**src/hdl/cld_pkg.sv**
```systemverilog
package cld_pkg;

    localparam int IRQ_LINES_DEF   = 64;
    localparam int COUNT_WIDTH_DEF = 32;
    localparam int PERIOD_W        = 32;
    localparam int PCT_W           = 7;
    localparam int MASK_W          = 64;
    localparam int DIV_W           = PERIOD_W + 8;
    localparam int CFG_IDX_W       = 2;
    localparam int LINE_W          = 6;

    localparam logic [PCT_W-1:0] PCT_FULL = 7'd100;
    localparam logic [PCT_W-1:0] PCT_SAT  = 7'h7F;

    localparam logic [CFG_IDX_W-1:0] CFG_ENABLE     = 2'd0;
    localparam logic [CFG_IDX_W-1:0] CFG_PERIOD     = 2'd1;
    localparam logic [CFG_IDX_W-1:0] CFG_ACCURACY   = 2'd2;
    localparam logic [CFG_IDX_W-1:0] CFG_TIMER_MASK = 2'd3;

    typedef enum logic [2:0] {
        KIND_IRQ_ENTER  = 3'd0,
        KIND_IRQ_EXIT   = 3'd1,
        KIND_LOOP_ENTER = 3'd2,
        KIND_LOOP_EXIT  = 3'd3,
        KIND_PERIOD_END = 3'd4
    } t_kind;

    typedef enum logic [2:0] {
        ST_IDLE,
        ST_EXEC,
        ST_START,
        ST_WAIT,
        ST_OUT
    } t_state;

    typedef struct packed {
        logic busy;
        logic done;
    } t_div_sts;

endpackage

```
**src/hdl/cld_div.sv**
```systemverilog
module cld_div #(
    parameter int COUNT_WIDTH = cld_pkg::COUNT_WIDTH_DEF
) (
    input  logic                        i_clk,
    input  logic                        i_rst_n,
    input  logic                        i_start,
    input  logic [COUNT_WIDTH-1:0]      i_ticks,
    input  logic [cld_pkg::PERIOD_W-1:0] i_period,
    output cld_pkg::t_div_sts           o_sts,
    output logic [cld_pkg::PCT_W-1:0]   o_pct
);
    import cld_pkg::*;

    // floor(ticks*100/period), clamped to 127 (zero period: 0 or 100); one quotient bit per cycle
    localparam logic [2:0] SAT_STEP = 3'd7;

    logic             r_busy;
    logic             r_done;
    logic [2:0]       r_step;
    logic [DIV_W-1:0] r_rem;
    logic [PCT_W-1:0] r_quot;
    logic             r_sat;

    logic [DIV_W-1:0] w_prod;
    logic [DIV_W-1:0] w_dsh;
    logic             w_ge;

    assign w_prod = DIV_W'(i_ticks) * DIV_W'(PCT_FULL);
    assign w_dsh  = DIV_W'(i_period) << r_step;
    assign w_ge   = r_rem >= w_dsh;

    always_ff @(posedge i_clk) begin
        if (!i_rst_n) begin
            r_busy <= 1'b0;
            r_done <= 1'b0;
            r_step <= '0;
        end else begin
            r_done <= 1'b0;
            if (i_start) begin
                r_quot <= '0;
                r_sat  <= 1'b0;
                if (i_period == '0) begin
                    // zero-length period: all or nothing
                    r_quot <= (i_ticks == '0) ? '0 : PCT_FULL;
                    r_done <= 1'b1;
                end else begin
                    r_rem  <= w_prod;
                    r_step <= SAT_STEP;
                    r_busy <= 1'b1;
                end
            end else if (r_busy) begin
                if (w_ge) begin
                    r_rem <= r_rem - w_dsh;
                    if (r_step == SAT_STEP) begin
                        r_sat <= 1'b1;
                    end else begin
                        r_quot[r_step] <= 1'b1;
                    end
                end
                if (r_step == '0) begin
                    r_busy <= 1'b0;
                    r_done <= 1'b1;
                end else begin
                    r_step <= r_step - 3'd1;
                end
            end
        end
    end

    assign o_sts.busy = r_busy;
    assign o_sts.done = r_done;
    assign o_pct      = r_sat ? PCT_SAT : r_quot;

endmodule

```
**src/hdl/cpu_load_meter_top.sv**
```systemverilog
// Channel  Dir  Payload (low bit first)                    Handshake
// s_axis   in   tuser: kind; tdata: irq_line, timer_count  tvalid/tready
// m_axis   out  tdata: load_percent                        tvalid/tready
// cfg      in   idx 0 enable, 1 period, 2 accuracy, 3 mask  we, no wait
//
// Irq, loop-enter and unused or disabled items go from the execute state
// to the output state; enabled loop exit and period end pass the start and
// wait states and the 8-step shared divider, whose steps a zero period skips.
// One item is in work at a time; the next is accepted while the result
// waits in the output register, but a stalled result holds the block in its
// output state. Reset is synchronous, active low.
module cpu_load_meter_top #(
    parameter int IRQ_LINES   = cld_pkg::IRQ_LINES_DEF,
    parameter int COUNT_WIDTH = cld_pkg::COUNT_WIDTH_DEF
) (
    input  logic                          i_clk,
    input  logic                          i_rst_n,
    input  logic                          i_s_axis_tvalid,
    output logic                          o_s_axis_tready,
    input  logic [39:0]                   i_s_axis_tdata,  // irq_line[5:0], timer_count[37:6]
    input  logic [2:0]                    i_s_axis_tuser,  // kind
    output logic                          o_m_axis_tvalid,
    input  logic                          i_m_axis_tready,
    output logic [7:0]                    o_m_axis_tdata,  // load_percent[6:0]
    input  logic                          i_cfg_we,
    input  logic [cld_pkg::CFG_IDX_W-1:0] i_cfg_idx,
    input  logic [cld_pkg::MASK_W-1:0]    i_cfg_data
);
    import cld_pkg::*;

    localparam int LW = IRQ_LINES;
    localparam int CW = COUNT_WIDTH;

    logic                r_enable;
    logic [PERIOD_W-1:0] r_period;
    logic [PCT_W-1:0]    r_acc;
    logic [MASK_W-1:0]   r_tmask;

    t_state              r_state, n_state;
    logic [2:0]          r_kind;
    logic [LINE_W-1:0]   r_line;
    logic [CW-1:0]       r_now;

    logic [LW-1:0]       r_mask;
    logic [CW-1:0]       r_busy_start;
    logic [CW-1:0]       r_busy_ticks;
    logic [CW-1:0]       r_loop_start;
    logic [CW-1:0]       r_loop_ticks;
    logic [PCT_W-1:0]    r_load;
    logic                r_out_valid;
    logic [PCT_W-1:0]    r_out_data;

    logic                w_div_start;
    t_div_sts            w_div_sts;
    logic [PCT_W-1:0]    w_pct;
    logic [CW-1:0]       w_div_ticks;
    logic [MASK_W-1:0]   w_bit64;
    logic [LW-1:0]       w_bit;
    logic [LW-1:0]       w_mask_clr;
    logic                w_irq_ok;
    logic                w_accept;
    logic                w_out_free;

    assign w_accept   = i_s_axis_tvalid && o_s_axis_tready;
    assign w_out_free = !r_out_valid || i_m_axis_tready;

    assign w_bit64    = MASK_W'(1) << r_line;
    assign w_bit      = LW'(1) << r_line;
    assign w_mask_clr = r_mask & ~w_bit;
    assign w_irq_ok   = (7'(r_line) < 7'(IRQ_LINES)) && (r_tmask != w_bit64);

    assign w_div_ticks = (r_kind == KIND_LOOP_EXIT) ? r_loop_ticks : r_busy_ticks;

    cld_div #(
        .COUNT_WIDTH (COUNT_WIDTH)
    ) u_div (
        .i_clk    (i_clk),
        .i_rst_n  (i_rst_n),
        .i_start  (w_div_start),
        .i_ticks  (w_div_ticks),
        .i_period (r_period),
        .o_sts    (w_div_sts),
        .o_pct    (w_pct)
    );

    always_comb begin
        n_state         = r_state;
        o_s_axis_tready = 1'b0;
        w_div_start     = 1'b0;
        case (r_state)
            ST_IDLE: begin
                o_s_axis_tready = 1'b1;
                if (i_s_axis_tvalid) n_state = ST_EXEC;
            end
            ST_EXEC: begin
                if (r_enable && (r_kind == KIND_LOOP_EXIT || r_kind == KIND_PERIOD_END)) begin
                    n_state = ST_START;
                end else begin
                    n_state = ST_OUT;
                end
            end
            ST_START: begin
                w_div_start = 1'b1;
                n_state     = ST_WAIT;
            end
            ST_WAIT: begin
                if (w_div_sts.done) n_state = ST_OUT;
            end
            ST_OUT: begin
                if (w_out_free) n_state = ST_IDLE;
            end
            default: n_state = ST_IDLE;
        endcase
    end

    always_ff @(posedge i_clk) begin
        if (!i_rst_n) begin
            r_state <= ST_IDLE;
        end else begin
            r_state <= n_state;
        end
    end

    always_ff @(posedge i_clk) begin
        if (!i_rst_n) begin
            r_enable <= 1'b0;
            r_period <= PERIOD_W'(1);
            r_acc    <= '0;
            r_tmask  <= '0;
        end else if (i_cfg_we) begin
            case (i_cfg_idx)
                CFG_ENABLE:     r_enable <= i_cfg_data[0];
                CFG_PERIOD:     r_period <= i_cfg_data[PERIOD_W-1:0];
                CFG_ACCURACY:   r_acc    <= i_cfg_data[PCT_W-1:0];
                CFG_TIMER_MASK: r_tmask  <= i_cfg_data;
                default: ;
            endcase
        end
    end

    always_ff @(posedge i_clk) begin
        if (w_accept) begin
            r_kind <= i_s_axis_tuser;
            r_line <= i_s_axis_tdata[LINE_W-1:0];
            r_now  <= i_s_axis_tdata[LINE_W +: CW];
        end
    end

    always_ff @(posedge i_clk) begin
        if (!i_rst_n) begin
            r_mask       <= '0;
            r_busy_start <= '0;
            r_busy_ticks <= '0;
            r_loop_start <= '0;
            r_loop_ticks <= '0;
            r_load       <= '0;
        end else if (r_state == ST_EXEC && r_enable) begin
            case (r_kind)
                KIND_IRQ_ENTER: begin
                    if (w_irq_ok) begin
                        if (r_mask == '0) begin
                            r_busy_start <= r_now;
                            r_loop_ticks <= r_now - r_loop_start;
                        end
                        r_mask <= r_mask | w_bit;
                    end
                end
                KIND_IRQ_EXIT: begin
                    if (w_irq_ok) begin
                        r_mask <= w_mask_clr;
                        if (w_mask_clr == '0) begin
                            r_busy_ticks <= r_busy_ticks + (r_now - r_busy_start);
                            r_loop_start <= r_now;
                        end
                    end
                end
                KIND_LOOP_ENTER: begin
                    r_loop_ticks <= '0;
                    r_loop_start <= r_now;
                end
                KIND_LOOP_EXIT: begin
                    if (r_now >= r_loop_start) begin
                        r_loop_ticks <= r_loop_ticks + (r_now - r_loop_start);
                    end
                end
                default: ;
            endcase
        end else if (r_state == ST_WAIT && w_div_sts.done) begin
            if (r_kind == KIND_LOOP_EXIT) begin
                if (w_pct >= r_acc) r_busy_ticks <= r_busy_ticks + r_loop_ticks;
            end else begin
                r_load       <= (w_pct > PCT_FULL) ? PCT_FULL : w_pct;
                r_busy_start <= '0;
                r_busy_ticks <= '0;
            end
        end
    end

    always_ff @(posedge i_clk) begin
        if (!i_rst_n) begin
            r_out_valid <= 1'b0;
        end else if (r_state == ST_OUT && w_out_free) begin
            r_out_valid <= 1'b1;
            r_out_data  <= r_load;
        end else if (i_m_axis_tready) begin
            r_out_valid <= 1'b0;
        end
    end

    assign o_m_axis_tvalid = r_out_valid;
    assign o_m_axis_tdata  = {1'b0, r_out_data};

endmodule

```
**config.mk**
```make
export PLATFORM = sky130hd
export DESIGN_NAME = cpu_load_meter_top
export DESIGN_NICKNAME = d
export VERILOG_FILES = /design/src/hdl/cld_pkg.sv /design/src/hdl/cld_div.sv /design/src/hdl/cpu_load_meter_top.sv
export SDC_FILE = /design/constraint.sdc
export NUM_CORES = 2
export LEC_CHECK = 0
export BUFFER_PORTS_ARGS = -buffer_cell sky130_fd_sc_hd__buf_2
export CORE_ASPECT_RATIO = 0.6
export CORE_MARGIN = 2
export CORE_UTILIZATION = 45
export DETAILED_ROUTE_END_ITERATION = 10
export RECOVER_POWER = 25
export SLEW_MARGIN = 10
export SYNTH_ARGS = -nofsm -noshare
export SYNTH_HDL_FRONTEND = slang
export SYNTH_SLANG_ARGS = --single-unit
```
**constraint.sdc**
```tcl
create_clock -name i_clk -period 10.7 [get_ports i_clk]
set_input_delay 1.07 -clock i_clk [delete_from_list [all_inputs] [get_ports i_clk]]
set_output_delay 1.07 -clock i_clk [all_outputs]
set_load 0.03 [all_outputs]
```
Word level (Yosys, flattened, before mapping). Index checks and enable logic that the tools add are counted.

Register bits after elaboration: 408. Input port bits: 114. Output and inout port bits: 10.

$add $sub $neg: 7. $mul: 1. Magnitude comparators: 6. Equality and inequality tests: 31. Shift-type cells: 2. Multiplexer cells: 62. Bitwise logic cells: 6. Reductions and logical operators: 41.

Operators by type and width (number): $mux W32 (19); $mux W40 (4); $logic_not A64 Y1 (2); $mux W64 (2); $pmux W64 S2 (1); $add A32 B32 Y32 (3); $pmux W32 S3 (1); $and A64 B64 Y64 (1); $logic_not A32 Y1 (2); $ne A64 B64 Y1 (1); $not A64 Y64 (1); $or A64 B64 Y64 (1); $pmux W32 S2 (1); $shl A1 B6 Y64 const A (1); $sub A32 B32 Y32 (2); $mux W7 (8); $ge A40 B40 Y1 (1); $shl A32 B3 Y40 (1); $sub A40 B40 Y40 (1); $mul A32 B5 Y37 const B (1); $ge A32 B32 Y1 (1); $mux W3 (8); $reduce_and A4 Y1 (5); $ne A2 B1 Y1 const B (9); 27 further kinds (79).

Logic depth before layout (Yosys ltp).
Word-level depth: 9. Depth in mapped cells: 24. Depth with buffers taken out: 23.

Hierarchy. Synthesis repeated with hierarchy kept, for this count alone.

Cell total of the unflattened synthesis: 4023. Area total of the unflattened synthesis: 32952.9 um^2.

Modules (own cells, without submodules): cpu_load_meter_top (times used 1, cells an instance 2938, area an instance 23700.2 um^2, sequential area each 7587.3 um^2); cld_div (times used 1, cells an instance 1085, area an instance 9252.6 um^2, sequential area each 1541.5 um^2).

Worst setup path before layout. No wires, ideal clock.

Path type: register to register. Start point: register u_div.r_step[0]. End point: register u_div.r_rem[0] (enable). Setup time: 0.487 ns. Data arrival time: 6.660 ns. Required time: 10.213 ns. Setup slack: 3.553 ns. Stages on the path, launching flop included: 19. Buffers on the path: 3. Cells stage by stage: dfxtp_1 -> clkbuf_1 -> buf_1 -> clkbuf_1 -> nor2_1 -> nand2_1 -> nor2_1 -> ha_1 -> fa_1 -> nand2b_1 -> a21oi_1 -> o22a_1 -> o21ai_0 -> o211ai_1 -> a31oi_1 -> o21bai_1 -> o21ai_0 -> a31o_2 -> nor3_1.

Word-level cells in the longest chain between the ends: 4.

RTL lines: start, declared (line cld_div.sv:19) `logic [2:0] r_step;`; start signal, assigned (line cld_div.sv:64) `r_step <= r_step - 3'd1;`; $shl A32 B3 Y40 (line cld_div.sv:29) `assign w_dsh = DIV_W'(i_period) << r_step;`; $ge A40 B40 Y1 (line cld_div.sv:30) `assign w_ge = r_rem >= w_dsh;`; $reduce_bool A2 Y1 (no line); $reduce_and A4 Y1 (no line); end signal, assigned (line cld_div.sv:47) `r_rem <= w_prod;`; end signal, assigned (line cld_div.sv:53) `r_rem <= r_rem - w_dsh;`; end, declared (line cld_div.sv:20) `logic [DIV_W-1:0] r_rem;`.

No other way between the ends. A chain may end at the register's enable or synchronous reset.

Final worst setup path.
Start point: register u_div.r_step[0]. End point: register u_div.r_rem[33] (enable).

The elaborated chain is that of the path after synthesis.

==> results.md <==
- Across the run, the number of max-cap violations was 3.
- The leftover overflow at the end of global routing is 0.
- The clock reaches the later pin of the worst-skew pair after around 0.6 ns.
- The count of cell types in the netlist is between 80 and 90.
- The switching portion of total power is 0.304.
- The finished layout cell area is about 0.036 mm^2.
- The count of input and output buffers is 120.
- The worst voltage drop across the vdd grid is ~120 uV.
- Of the total power, combinational logic draws 0.174.
- The horizontal die dimension is between 300 and 400 um.
- The number of antenna violations at the first check in global routing is 4.
- The CTS root buffer is sky130_fd_sc_hd__clkbuf_16.
- The startpoint kind of the worst setup timing path is a flop.
- The min-delay analysis places its worst path in the category flop to flop.
- The period utilization is 0.688.
- The synthesized design contains a little over 400 register bits.
- Counting instances, the worst hold path has a depth of 0.
- In this run, post-CTS hold repair placed 0 buffers.
- The area used by multi-input combinational logic is about 0.022 mm^2.
- The number of antenna diodes is 0.
- The clock tree from TritonCTS is yes.
- The final-layout fill cell count is 7055.
- Adding up every negative setup slack in the final design gives 0 ns.
- In the final layout, the share of cells above drive strength 1 is 0.0753.
- Static timing analysis puts the maximum clock frequency at about 140 MHz.
- After synthesis, the mean cell area works out to about 8.2 um^2.
- The global-route total usage across every layer is 0.270.
- The area enclosed by the die boundary is around 0.075 mm^2.
- The number of instances resized during post-cts repair is 0.
- The effective utilization at floorplan is 0.457.
- The number of placement rows is 76.
- Dividing total power by cell area gives a power density of around 110 mW/mm^2.
- The relative area change from synthesis to final layout is 8.19%.
- Setup repair after global routing left no endpoint under its margin.
- The post-layout minimum cycle time is ~7.4 ns.
- Clock-pin slew was measured on the worst setup and hold paths at ~0.070 ns.
- The post-route antenna net violation count is 0.
- The final clock skew is around 0.031 ns.
- The final count of pins violating max slew is roughly 120.
- The storage element area is 0.00913 mm^2.
- For this design the total switching power over the nets is 1200 uW.
- The share of synthesized cell area in and, or, nand and nor gates is 0.167.
- At the pin with the least slew margin, the transition time is approximately 2.5 ns.
- The power share of the sequential group is 0.417.
- The share of total power dissipated in the clock network is 0.409.
- Counting every net in the synthesized netlist gives around 4500.
- The H-tree was split into 2 levels.
- The count of synthesis-stage warnings from yosys is 0.
- The setup path with the least slack is of type flop to flop.
- The global placer's final weighted congestion is around 0.94.
- The cell type contributing the most total cell area after synthesis is sky130_fd_sc_hd__dfxtp_1.
- The count of nets after finishing is 4434.
- The worst path required time is approximately 11 ns.
- Setup violations remaining at the end of the flow were counted as 0.
- In the synthesized netlist the dominant register cell turns out to be sky130_fd_sc_hd__dfxtp_1.
- The internal power of the cells totals ~2700 uW.
- The number of hold violations in the final report came to 0.
- The endpoint kind of the worst setup timing path is a flop.
- The wire length after detailed routing is approximately 100 mm.
- Of all flip-flops after synthesis, the portion carrying an async set or reset was 0.
- Of the total synthesized cell area, the portion taken by XOR and XNOR cells is 0.0437.
- Across all layers, the routed design uses 30300 vias.
- The commonest cells after synthesis are sky130_fd_sc_hd__a21oi_1, sky130_fd_sc_hd__nand2_1, sky130_fd_sc_hd__inv_1, sky130_fd_sc_hd__dfxtp_1, sky130_fd_sc_hd__ha_1.
- The run finished, with violations left.
- about 120 I/O pins were placed.
- The synthesized instance count is ~4000.
- By area the synthesized netlist is led by sky130_fd_sc_hd__dfxtp_1, sky130_fd_sc_hd__ha_1, sky130_fd_sc_hd__edfxtp_1, sky130_fd_sc_hd__a21oi_1, sky130_fd_sc_hd__nand2_1.
- At the worst endpoint, the arrival time is 7.61 ns.
- The number of global-route vias before repair is between 20000 and 30000.
- The largest family of logic cells by synthesized area is compound AO/OA/AOI/OAI gates.
- Headroom to the max-slew limit came out at -0.639.
- After synthesis, the share of cell area in mux cells is 0.0324.
- The arithmetic-cell share of the synthesized area counting full adders, half adders and majority gates is 0.150.
- The sequential fraction of the synthesis area is 0.278.
- Counting flops with a built-in enable in the synthesized netlist gives 96.
- The share of synthesized area in the top cell type comes to 0.190.
- The depth of the most critical reg-to-reg path is 17.
- The core footprint is just over 0.07 mm^2.
- The share of the synthesized area in compound gates (AO/OA/AOI/OAI) is 0.263.
- The violation count after the first detailed-routing iteration is 3238.
- The residual DRC count is 0.
- The first global-routing pass estimated 161 mm of wire.
- The worst-path maximum fanout is 42.
- Entering global routing, the biggest net connects around 110 pins.
- After clock tree synthesis, the setup repair step added 0 buffers.
- Dividing the detail-routed wire length by the instance count gives 21.0 um.
- The number of buffers added by the clock tree synthesis step is 43.
- After detailed routing, the number of vias per cell comes to 6.09.
- The netlist area before placement is 0.0329 mm^2.
- The y dimension of the die is between 200 and 250 um.
- Summed over all nets, the half-perimeter wirelength after detailed placement is 77.7 mm.
- The total iterations of the first detailed-routing run is 5.
- By instance count, the leading cell after synthesis is sky130_fd_sc_hd__a21oi_1.
- The checks that failed: max-capacitance violations, max-slew violations.
- Once placement finished, the instance area stood at roughly 0.034 mm^2.
- The clock passes through at most 3 buffers.
- The number of clock sinks seen by CTS is approximately 410.
- The cell leakage power is 0.0146 uW.
==> critical path, stage by stage (launching register included) <==
cell and delay, ns:
sky130_fd_sc_hd__dfxtp_1 0.32, sky130_fd_sc_hd__clkbuf_1 1.67, sky130_fd_sc_hd__nor2_1 0.26, sky130_fd_sc_hd__nand2_1 0.20, sky130_fd_sc_hd__nor2_1 0.06, sky130_fd_sc_hd__ha_1 0.24
sky130_fd_sc_hd__fa_1 0.44, sky130_fd_sc_hd__nand2b_1 0.20, sky130_fd_sc_hd__a21oi_1 0.36, sky130_fd_sc_hd__o22a_1 0.26, sky130_fd_sc_hd__o21ai_0 0.23, sky130_fd_sc_hd__o211ai_1 0.33
sky130_fd_sc_hd__a31oi_1 0.25, sky130_fd_sc_hd__o21bai_1 0.27, sky130_fd_sc_hd__o21ai_0 0.15, sky130_fd_sc_hd__a31o_2 0.29, sky130_fd_sc_hd__nor3_2 0.91, sky130_fd_sc_hd__buf_4 0.54
==> layer usage <==
| layer | wire [um] | vias up | GRT usage |
|---|---|---|---|
| met2 | 37400 | 1132 | 0.337 |
| met1 | 54200 | 14400 | 0.441 |
| li1 | - | 14700 | - |
| met3 | 11400 | 73 | 0.0791 |
| met4 | 1250 | 2 | 0.0420 |
| met5 | 131 | - | 0.0125 |
==> logic make-up (layout without fill, tap and decap cells) <==
logic type	after synthesis	in the layout
multiplexers	83	83
buffers and inverters	574	575
other	1	1
XOR/XNOR	164	164
flip-flops	408	408
AND/OR/NAND/NOR	1122	1122
adder cells (fa/ha/maj)	356	356
AO/OA/AOI/OAI	1290	1290
==> placed cells by master, fill, tap and decap left out, types with 50 or more instances in the layout <==
master	instances
sky130_fd_sc_hd__a22oi_1	68
sky130_fd_sc_hd__nand2_1	366
sky130_fd_sc_hd__nand3_1	97
sky130_fd_sc_hd__nor4_1	52
sky130_fd_sc_hd__ha_1	294
sky130_fd_sc_hd__inv_1	326
sky130_fd_sc_hd__nor2_1	269
sky130_fd_sc_hd__o21ai_0	180
sky130_fd_sc_hd__a21oi_1	403
sky130_fd_sc_hd__a21o_1	109
sky130_fd_sc_hd__o311ai_0	60
sky130_fd_sc_hd__fa_1	62
sky130_fd_sc_hd__nor3_1	59
sky130_fd_sc_hd__o41ai_1	66
sky130_fd_sc_hd__mux2i_1	57
sky130_fd_sc_hd__buf_2	109
sky130_fd_sc_hd__xnor2_1	102
sky130_fd_sc_hd__xor2_1	62
sky130_fd_sc_hd__edfxtp_1	96
sky130_fd_sc_hd__o31ai_1	50
sky130_fd_sc_hd__dfxtp_1	310
==> final cells by class <==
| type | instances | share of cell area |
|---|---|---|
| clock inverter | 22 | 0.00616 |
| sequential | 408 | 0.257 |
| inverter | 329 | 0.0349 |
| multi-input combinational | 3016 | 0.607 |
| timing repair buffer | 166 | 0.0259 |
| tap | 975 | 0.0343 |
| clock buffer | 58 | 0.0348 |
==> power by group through the flow <==
stage	sequential, uW	combinational [uW]	clock [uW]
3_3_place_gp	1680	665	0
2_1_floorplan	1660	486	0
3_5_place_dp	1680	667	0
4_1_cts	1640	673	1640
5_1_grt	1650	754	1690
6_report	1650	687	1610
==> final timing paths <==
path	start	to	slack, ns
setup / recovery	u_div.r_step[0]$_SDFFE_PN0P_	u_div.r_rem[33]$_DFFE_PP_	3.34
hold reg to reg	r_load[1]$_SDFFE_PN0P_	r_out_data[1]$_DFFE_PP_	0.44
setup reg to reg	u_div.r_step[0]$_SDFFE_PN0P_	u_div.r_rem[33]$_DFFE_PP_	3.34
hold / removal	r_load[1]$_SDFFE_PN0P_	r_out_data[1]$_DFFE_PP_	0.44
==> metrics by stage <==
step                cells  worst slack (ns)   util  power (uW)  hold slack (ns)
global route         4974              2.70  0.494        4100            0.447
global placement     4894              4.16  0.474        2340            0.415
CTS                  4974              4.03  0.494        3950            0.434
floorplan            3998              3.55      -        2140            0.403
detailed placement   4894              4.09  0.474        2340            0.419
finish               4974              3.34  0.494        3940            0.439
Power figures use the tool's default switching activity.
